===== config.mk =====
export PLATFORM = sky130hd
export DESIGN_NAME = multi_key_debounce_stuck_detect
export DESIGN_NICKNAME = d
export VERILOG_FILES = /design/src/hdl/mkd_pkg.sv /design/src/hdl/mkd_lane.sv /design/src/hdl/mkd_merge.sv /design/src/hdl/multi_key_debounce_stuck_detect.sv
export SDC_FILE = /design/constraint.sdc
export NUM_CORES = 2
export LEC_CHECK = 0
export ABC_AREA = 1
export BUFFER_PORTS_ARGS = -buffer_cell sky130_fd_sc_hd__buf_2
export CORE_ASPECT_RATIO = 1.2
export CORE_MARGIN = 3
export CORE_UTILIZATION = 23
export DETAILED_ROUTE_END_ITERATION = 12
export HOLD_SLACK_MARGIN = 0.1
export MAX_ROUTING_LAYER = met4
export SKIP_LAST_GASP = 1
export SYNTH_ARGS = -nofsm -noshare
export SYNTH_HDL_FRONTEND = slang
export SYNTH_HIERARCHICAL = 1
export SYNTH_SLANG_ARGS = --single-unit
export TNS_END_PERCENT = 30

===== constraint.sdc =====
create_clock -name clk -period 16.88 [get_ports clk]
set_clock_uncertainty 0.1 [all_clocks]
set_input_delay 0.844 -clock clk [delete_from_list [all_inputs] [get_ports clk]]
set_output_delay 0.844 -clock clk [all_outputs]
set_load 0.02 [all_outputs]

===== src/hdl/mkd_pkg.sv =====
// Shared types and constants for the multi-key debounce block.
package mkd_pkg;

  // Number of pin bits carried by one scan item.
  localparam int unsigned PIN_BITS = 8;
  // Number of keys reported in the packed status field.
  localparam int unsigned PACKED_KEYS = 8;

  localparam int unsigned CNT_W   = 16;
  localparam int unsigned HOLD_W  = 8;
  localparam int unsigned TOTAL_W = 5;
  localparam int unsigned REG_IDX_W = 3;
  localparam int unsigned CFG_DATA_W = 16;

  localparam logic [CNT_W-1:0]   CNT_MAX   = 16'hFFFF;
  localparam logic [TOTAL_W-1:0] TOTAL_MAX = 5'd31;

  // Register indexes on the configuration port.
  localparam logic [REG_IDX_W-1:0] REG_PRESS   = 3'd0;
  localparam logic [REG_IDX_W-1:0] REG_RELEASE = 3'd1;
  localparam logic [REG_IDX_W-1:0] REG_STUCK   = 3'd2;
  localparam logic [REG_IDX_W-1:0] REG_UNSTUCK = 3'd3;
  localparam logic [REG_IDX_W-1:0] REG_HOLDOFF = 3'd4;

  // Reset values of the registers.
  localparam logic [CNT_W-1:0]  PRESS_RST   = 16'd5;
  localparam logic [CNT_W-1:0]  RELEASE_RST = 16'd5;
  localparam logic [CNT_W-1:0]  STUCK_RST   = 16'd6000;
  localparam logic [CNT_W-1:0]  UNSTUCK_RST = 16'd200;
  localparam logic [HOLD_W-1:0] HOLDOFF_RST = 8'd10;

  // Reported status codes.
  localparam logic [1:0] CODE_UNKNOWN  = 2'd0;
  localparam logic [1:0] CODE_RELEASED = 2'd1;
  localparam logic [1:0] CODE_PRESSED  = 2'd2;
  localparam logic [1:0] CODE_STUCK    = 2'd3;

  typedef struct packed {
    logic [CNT_W-1:0]  press_ticks;
    logic [CNT_W-1:0]  release_ticks;
    logic [CNT_W-1:0]  stuck_ticks;
    logic [CNT_W-1:0]  unstuck_ticks;
    logic [HOLD_W-1:0] holdoff_ticks;
  } cfg_t;

  // What one key lane reports to the merge stage on a tick.
  typedef struct packed {
    logic to_stuck;
    logic recover;
  } lane_evt_t;

endpackage


===== src/hdl/mkd_lane.sv =====
// One key lane: debounce state machine with press, release and hold-off counters.
module mkd_lane (
  input  logic                       clk,
  input  logic                       rst,
  input  mkd_pkg::cfg_t              cfg,
  input  logic                       tick,
  input  logic                       high,
  output logic [1:0]                 code_next,
  output mkd_pkg::lane_evt_t         evt
);

  typedef enum logic [3:0] {
    ST_UNKNOWN  = 4'b0001,
    ST_RELEASED = 4'b0010,
    ST_PRESSED  = 4'b0100,
    ST_STUCK    = 4'b1000
  } key_state_t;

  key_state_t                     state, state_next;
  logic [mkd_pkg::CNT_W-1:0]      press_cnt, press_cnt_next;
  logic [mkd_pkg::CNT_W-1:0]      rel_cnt, rel_cnt_next;
  logic [mkd_pkg::HOLD_W-1:0]     hold_cnt, hold_cnt_next;
  logic [mkd_pkg::CNT_W-1:0]      press_inc, rel_inc;

  // Saturating increments.
  assign press_inc = (press_cnt == mkd_pkg::CNT_MAX) ? press_cnt : press_cnt + 1'b1;
  assign rel_inc   = (rel_cnt == mkd_pkg::CNT_MAX) ? rel_cnt : rel_cnt + 1'b1;

  always_comb begin
    state_next     = state;
    press_cnt_next = press_cnt;
    rel_cnt_next   = rel_cnt;
    hold_cnt_next  = hold_cnt;
    evt            = '0;
    if (hold_cnt != '0) begin
      hold_cnt_next = hold_cnt - 1'b1;
    end else begin
      unique case (state)
        ST_RELEASED: begin
          if (high) begin
            press_cnt_next = '0;
          end else begin
            press_cnt_next = press_inc;
            if (press_inc >= cfg.press_ticks) begin
              state_next    = ST_PRESSED;
              hold_cnt_next = cfg.holdoff_ticks;
            end
          end
        end
        ST_PRESSED: begin
          if (high) begin
            rel_cnt_next = rel_inc;
            if (rel_inc > cfg.release_ticks) begin
              rel_cnt_next   = '0;
              press_cnt_next = '0;
              state_next     = ST_RELEASED;
              hold_cnt_next  = cfg.holdoff_ticks;
            end
          end else begin
            rel_cnt_next   = '0;
            press_cnt_next = press_inc;
            if (press_inc > cfg.stuck_ticks) begin
              state_next     = ST_STUCK;
              press_cnt_next = '0;
              evt.to_stuck   = 1'b1;
            end
          end
        end
        ST_UNKNOWN, ST_STUCK: begin
          if (high) begin
            rel_cnt_next = rel_inc;
            if (rel_inc > cfg.unstuck_ticks) begin
              state_next   = ST_RELEASED;
              rel_cnt_next = '0;
              evt.recover  = 1'b1;
            end
          end else begin
            rel_cnt_next = '0;
          end
        end
        default: begin
          state_next = ST_UNKNOWN;
        end
      endcase
    end
  end

  always_comb begin
    unique case (state_next)
      ST_RELEASED: code_next = mkd_pkg::CODE_RELEASED;
      ST_PRESSED:  code_next = mkd_pkg::CODE_PRESSED;
      ST_STUCK:    code_next = mkd_pkg::CODE_STUCK;
      default:     code_next = mkd_pkg::CODE_UNKNOWN;
    endcase
  end

  always_ff @(posedge clk) begin
    if (rst) begin
      state     <= ST_UNKNOWN;
      press_cnt <= '0;
      rel_cnt   <= '0;
      hold_cnt  <= '0;
    end else if (tick) begin
      state     <= state_next;
      press_cnt <= press_cnt_next;
      rel_cnt   <= rel_cnt_next;
      hold_cnt  <= hold_cnt_next;
    end
  end

endmodule


===== src/hdl/mkd_merge.sv =====
// Merge of lane events: suffix sums of count steps in key order and their maximum.
module mkd_merge #(
  parameter int unsigned NUM_KEYS = 8,
  parameter int unsigned SUM_W    = 5
) (
  input  mkd_pkg::lane_evt_t       evt [NUM_KEYS],
  output logic signed [SUM_W-1:0]  suf_all,
  output logic signed [SUM_W-1:0]  suf_max
);

  // A floored walk ends at max(start + total step, largest tail sum, zero);
  // tail sums start after each key, so the start value is not needed here.
  always_comb begin
    logic signed [SUM_W-1:0] acc;
    logic signed [SUM_W-1:0] best;
    logic signed [SUM_W-1:0] step;
    acc  = '0;
    best = '0;
    for (int k = NUM_KEYS - 1; k >= 0; k--) begin
      if (evt[k].to_stuck) begin
        step = SUM_W'(1);
      end else if (evt[k].recover) begin
        step = -SUM_W'(1);
      end else begin
        step = '0;
      end
      if (k > 0) begin
        acc = acc + step;
        if (acc > best) begin
          best = acc;
        end
      end else begin
        acc = acc + step;
      end
    end
    suf_all = acc;
    suf_max = best;
  end

endmodule


===== src/hdl/multi_key_debounce_stuck_detect.sv =====
// Top level: multi-key debounce with stuck-key detection and a shared stuck count.
// Pipeline: two register stages (merge, then output); the result of an accepted item
// moves from the merge register into the output register when out_stall allows it.
// Throughput: one item per cycle while in_stall is low; every key lane and the merge take each accepted tick.
// A result held by out_stall still lets one more item enter the merge register.
// Reset (rst, synchronous): all keys unknown, counters zero, stuck count zero,
// registers back to press 5, release 5, stuck 6000, unstuck 200, hold-off 10.
module multi_key_debounce_stuck_detect #(
  parameter int unsigned NUM_KEYS = 8
) (
  input  logic                                 clk,
  input  logic                                 rst,
  input  logic                                 cfg_wr_en,
  input  logic [mkd_pkg::REG_IDX_W-1:0]        cfg_index,
  input  logic [mkd_pkg::CFG_DATA_W-1:0]       cfg_data,
  input  logic                                 in_valid,
  output logic                                 in_stall,
  input  logic [mkd_pkg::PIN_BITS-1:0]         pin_levels,
  output logic                                 out_valid,
  input  logic                                 out_stall,
  output logic [2*mkd_pkg::PACKED_KEYS-1:0]    key_status_packed,
  output logic [mkd_pkg::TOTAL_W-1:0]          stuck_count
);

  // Signed width of a step sum over all keys, and of the count update.
  localparam int unsigned SUM_W  = $clog2(NUM_KEYS + 1) + 1;
  localparam int unsigned CALC_W = mkd_pkg::TOTAL_W + 2;
  localparam int unsigned PACK_KEYS =
    (NUM_KEYS < mkd_pkg::PACKED_KEYS) ? NUM_KEYS : mkd_pkg::PACKED_KEYS;

  mkd_pkg::cfg_t               cfg;
  logic                        in_take;
  logic                        s1_load, out_load;
  logic [1:0]                  code [NUM_KEYS];
  mkd_pkg::lane_evt_t          evt [NUM_KEYS];
  logic [2*mkd_pkg::PACKED_KEYS-1:0] packed_next;
  logic signed [SUM_W-1:0]     suf_all, suf_max;

  // Merge register between the lanes and the output register.
  logic                        s1_valid;
  logic [2*mkd_pkg::PACKED_KEYS-1:0] s1_packed;
  logic signed [SUM_W-1:0]     s1_suf_all, s1_suf_max;

  logic [mkd_pkg::TOTAL_W-1:0] stuck_total, stuck_total_next;
  logic signed [CALC_W-1:0]    walk_end, tail_best;

  // ---------------------------------------------------------------------------
  // Configuration registers; indexes past the list are dropped.
  // ---------------------------------------------------------------------------
  always_ff @(posedge clk) begin
    if (rst) begin
      cfg.press_ticks   <= mkd_pkg::PRESS_RST;
      cfg.release_ticks <= mkd_pkg::RELEASE_RST;
      cfg.stuck_ticks   <= mkd_pkg::STUCK_RST;
      cfg.unstuck_ticks <= mkd_pkg::UNSTUCK_RST;
      cfg.holdoff_ticks <= mkd_pkg::HOLDOFF_RST;
    end else if (cfg_wr_en) begin
      unique case (cfg_index)
        mkd_pkg::REG_PRESS:   cfg.press_ticks   <= cfg_data;
        mkd_pkg::REG_RELEASE: cfg.release_ticks <= cfg_data;
        mkd_pkg::REG_STUCK:   cfg.stuck_ticks   <= cfg_data;
        mkd_pkg::REG_UNSTUCK: cfg.unstuck_ticks <= cfg_data;
        mkd_pkg::REG_HOLDOFF: cfg.holdoff_ticks <= cfg_data[mkd_pkg::HOLD_W-1:0];
        default: begin
        end
      endcase
    end
  end

  // ---------------------------------------------------------------------------
  // Flow control: the output register loads when empty or being taken; the
  // merge register loads when empty or moving on. Input is held only when both
  // stages are full and the output is stalled.
  // ---------------------------------------------------------------------------
  assign out_load = !out_valid || !out_stall;
  assign s1_load  = !s1_valid || out_load;
  assign in_stall = !s1_load;
  assign in_take  = in_valid && !in_stall;

  // ---------------------------------------------------------------------------
  // Key lanes: every key advances on an accepted item. Keys past the pin field
  // read as not pressed.
  // ---------------------------------------------------------------------------
  for (genvar k = 0; k < NUM_KEYS; k++) begin : g_lane
    logic high;
    if (k < mkd_pkg::PIN_BITS) begin : g_pin
      assign high = pin_levels[k];
    end else begin : g_nopin
      assign high = 1'b1;
    end
    mkd_lane u_lane (
      .clk       (clk),
      .rst       (rst),
      .cfg       (cfg),
      .tick      (in_take),
      .high      (high),
      .code_next (code[k]),
      .evt       (evt[k])
    );
  end

  // Pack the reported keys; unreported slots stay zero.
  always_comb begin
    packed_next = '0;
    for (int k = 0; k < PACK_KEYS; k++) begin
      packed_next[2*k +: 2] = code[k];
    end
  end

  mkd_merge #(
    .NUM_KEYS (NUM_KEYS),
    .SUM_W    (SUM_W)
  ) u_merge (
    .evt     (evt),
    .suf_all (suf_all),
    .suf_max (suf_max)
  );

  always_ff @(posedge clk) begin
    if (rst) begin
      s1_valid <= 1'b0;
    end else if (s1_load) begin
      s1_valid <= in_take;
    end
  end

  always_ff @(posedge clk) begin
    if (in_take) begin
      s1_packed  <= packed_next;
      s1_suf_all <= suf_all;
      s1_suf_max <= suf_max;
    end
  end

  // ---------------------------------------------------------------------------
  // Stuck count: floored walk over the tick's steps in key order. The end is
  // the larger of the start plus the whole sum and the best tail sum (never
  // below zero). Saturate at the count's top, which the key count keeps clear.
  // ---------------------------------------------------------------------------
  always_comb begin
    walk_end  = CALC_W'(signed'({1'b0, stuck_total})) + CALC_W'(s1_suf_all);
    tail_best = CALC_W'(s1_suf_max);
    if (tail_best > walk_end) begin
      walk_end = tail_best;
    end
    if (walk_end > CALC_W'(signed'({1'b0, mkd_pkg::TOTAL_MAX}))) begin
      stuck_total_next = mkd_pkg::TOTAL_MAX;
    end else begin
      stuck_total_next = walk_end[mkd_pkg::TOTAL_W-1:0];
    end
  end

  always_ff @(posedge clk) begin
    if (rst) begin
      out_valid   <= 1'b0;
      stuck_total <= '0;
    end else if (out_load) begin
      out_valid <= s1_valid;
      if (s1_valid) begin
        stuck_total <= stuck_total_next;
      end
    end
  end

  always_ff @(posedge clk) begin
    if (out_load && s1_valid) begin
      key_status_packed <= s1_packed;
    end
  end

  assign stuck_count = stuck_total;

  // ---------------------------------------------------------------------------
  // Checks
  // ---------------------------------------------------------------------------
  // The count can never pass the number of keys.
  a_total_bound: assert property (@(posedge clk) disable iff (rst)
    stuck_total <= mkd_pkg::TOTAL_W'(NUM_KEYS))
    else $error("stuck count above key count");

  // The count moves only when a merged tick reaches the output register.
  a_total_hold: assert property (@(posedge clk) disable iff (rst)
    !(out_load && s1_valid) |=> $stable(stuck_total))
    else $error("stuck count moved without a tick");

  // Input is held back only with both stages full.
  a_stall_full: assert property (@(posedge clk) disable iff (rst)
    in_stall |-> (s1_valid && out_valid))
    else $error("input held with room in the pipeline");

  // The best tail sum of a merged tick is never below zero.
  a_step_bound: assert property (@(posedge clk) disable iff (rst)
    s1_valid |-> (s1_suf_max >= 0))
    else $error("tail sum maximum below zero");

endmodule

==> reports/metrics.cfg <==
[synth]
synth_common_cells=1411 x nand2_1, 1106 x inv_1, 647 x a21oi_1
ys_warn_count=6
yosysUniqueCellTypes=63
async_flop_share_pct=0
synthesis.area_um2=43600
yosysTopAreaCell=dfxtp_1
ys_seq_area_share_pct=22.7
synth.most_common_cell=nand2_1
synth_area_leaders=dfxtp_1 20%, ha_1 17%, nand2_1 12%
synth-seq-cells=473
synth-edff-count=42
synth_top_area_share_pct=19.8
ys.flop_type=dfxtp_1
avgSynthCellArea_um2=6.73
netlist_instances=6480

[die]
die_h_um=483
core-area_um2=188000
dieArea_um2=195000
fp-row-count=174
die_w_um=404
io_pins=55
start_util_pct=23.2

[pwr]
ir_drop_v=0.0000793
p_leak_nw=21.9
power_w=0.00424
power-per-cell-area_nw_per_um2=87.0

[timing]
relSlewSlack_pct=23.0
tightest_slew_ns=1.15
fmax_ghz=0.0710
hold_viol=0
slew_violations=0
rsz0062_at_grt=no
period_needed_ns=14.09
setup_violations=0
fin_crit_sh_pct=83.5
fin_setup_tns_ns=0
fin_hold_ws_ns=0.318

[cts]
tritoncts=yes
clockBufferDepth=3
hold_buffers=0
cts.repair.resized=0
insertion_delay_ns=0.66
cts_buffers=57
cts_root_buf=clkbuf_16
clock_sinks=473
htree_num_levels=2
post_cts_buffers=0
path_clk_slew_ns=0.06

[drt]
wire_per_inst_um=15.2
dr.pass1.iters=6
drt_wl_total_mm=137
ant_nets=0
route.detailed.drc=0
avgViaCountPerCell=4.64
first_iter_violations=3066
num_vias=41900

[finish]
final_nets=7148
area_growth_pct=11.7
fin_area_um2=48800
layout-drive-gt1-share_pct=9.32
fillerInstances=20700
stdcell_count=9039

[critical_path]
worstSetupStartpointType=register
cp_slowest_cell=nor3_1
crit_required_ns=17.17
critical_path_arrival_ns=14.38
crit_fanout=7
crit_path_frequent_cell=nand2_1
slowest_delay_ns=0.71
worst_setup_path_end_kind=register
critical_path_class=register to register

[grt]
met1_usage_pct=16.6
grt.busiest_layer=met2
grt_usage_pct=14.0
overflow=0
grt_pass1_vias=40100
use_met2_pct=23.4
antenna_found_initial=12
grt_max_degree=134
grt_pass1_wl_mm=213
grtUsageMet3_pct=2.02

[place]
place_area_um2=46600
gp_congestion=0.900
portBuffers=54
hpwlAfterDp_mm=102
dp.cells=8924

[flow_run]
drv_cap=0

[min_path]
worstHoldPathType=register to register

[run_status]
status=finished, final reports clean

-- worst max-delay path: cells and delay by family, from the launching register on --
kind                     cells  cell delay, ns
AND/OR/NAND/NOR             40            5.32
AO/OA/AOI/OAI               16            3.02
flip-flops                   1            0.35
buffers and inverters        8            0.95
adder cells (fa/ha/maj)     10            3.54
XOR/XNOR                     3            0.52
-- cell type report --
| cell class | instances | area, um^2 | share of cell area (%) |
|---|---|---|---|
| antenna | 11 | 27.5 | 0.0565 |
| sequential | 473 | 9890 | 20.3 |
| multi-input combinational | 4737 | 28700 | 58.9 |
| clock buffer | 77 | 1670 | 3.43 |
| clock inverter | 27 | 458 | 0.939 |
| tap | 2464 | 3080 | 6.32 |
| timing repair buffer | 87 | 528 | 1.08 |
| inverter | 1163 | 4370 | 8.95 |
-- kinds of logic after synthesis --
group | share of synthesized area, %
AND/OR/NAND/NOR | 31.1
buffers and inverters | 11.6
AO/OA/AOI/OAI | 13.2
adder cells (fa/ha/maj) | 17.3
flip-flops | 22.7
XOR/XNOR | 4.03
multiplexers | 0.103
other | 0.00859
-- path summary, 6_finish.rpt --
kind	cells after the start	end	startpoint	slack, ns
max	77	s1_suf_max[0]	g_lane[7].u_lane/press_cnt[0]	2.79
min	0	key_status_packed[6]	s1_packed[6]	0.32
max reg2reg	77	s1_suf_max[0]	g_lane[7].u_lane/press_cnt[0]	2.79
min reg2reg	0	key_status_packed[6]	s1_packed[6]	0.32
-- state kept, by name, indices dropped and copies added (netlist names), 16 cells and up --
| register | flops |
|---|---|
| g_lane.u_lane/rel_cnt | 128 |
| s1_packed | 16 |
| g_lane.u_lane/press_cnt | 128 |
| cfg | 72 |
| key_status_packed | 16 |
| g_lane.u_lane/state | 32 |
| g_lane.u_lane/hold_cnt | 64 |
-- where the power goes --
group	total (W)	internal, W	leakage (nW)	switching, W
registers	0.00133	0.00123	3.92	0.0000996
clock network	0.00140	0.000861	1.03	0.000541
logic	0.00151	0.000453	16.9	0.00106
total	0.00424	0.00254	21.9	0.00170
-- per-stage QoR --
| step | util (%) | worst slack (ns) |
|---|---|---|
| final | 25.9 | 2.79 |
| after global routing | 25.9 | 1.20 |
| after CTS | 25.9 | 2.77 |
| after detailed placement | 24.8 | 2.87 |
| after global placement | 24.8 | 2.91 |
| after floorplan | - | 4.79 |
-- cells in the final DEF, fill, tap and decap left out, drive strengths merged, types with 10 or more instances in the layout --
cell type / synthesis / final
and2: 11 / 11
bufinv: 0 / 11
ha: 587 / 587
dfxtp: 431 / 431
nor4: 12 / 12
diode: 0 / 11
a21oi: 668 / 668
edfxtp: 42 / 42
xnor2: 87 / 87
nand3: 362 / 362
a31oi: 25 / 25
nand4: 135 / 135
o211ai: 32 / 32
or2: 12 / 12
nor2: 638 / 638
nor3b: 12 / 12
a211oi: 13 / 13
nand2: 1546 / 1546
o21ai: 243 / 243
clkinv: 18 / 25
clkbuf: 60 / 77
o31ai: 16 / 16
nand3b: 13 / 13
fa: 10 / 10
inv: 1145 / 1147
nor3: 146 / 146
buf: 50 / 87
xor2: 105 / 105
-- per-layer routing --
layer | vias up | share of wire (%)
met5 | - | 0
met4 | 0 | 5.1
met3 | 304 | 6.2
met2 | 1067 | 46
met1 | 19400 | 42
li1 | 21100 | -
(Power assumes the default switching activity.)
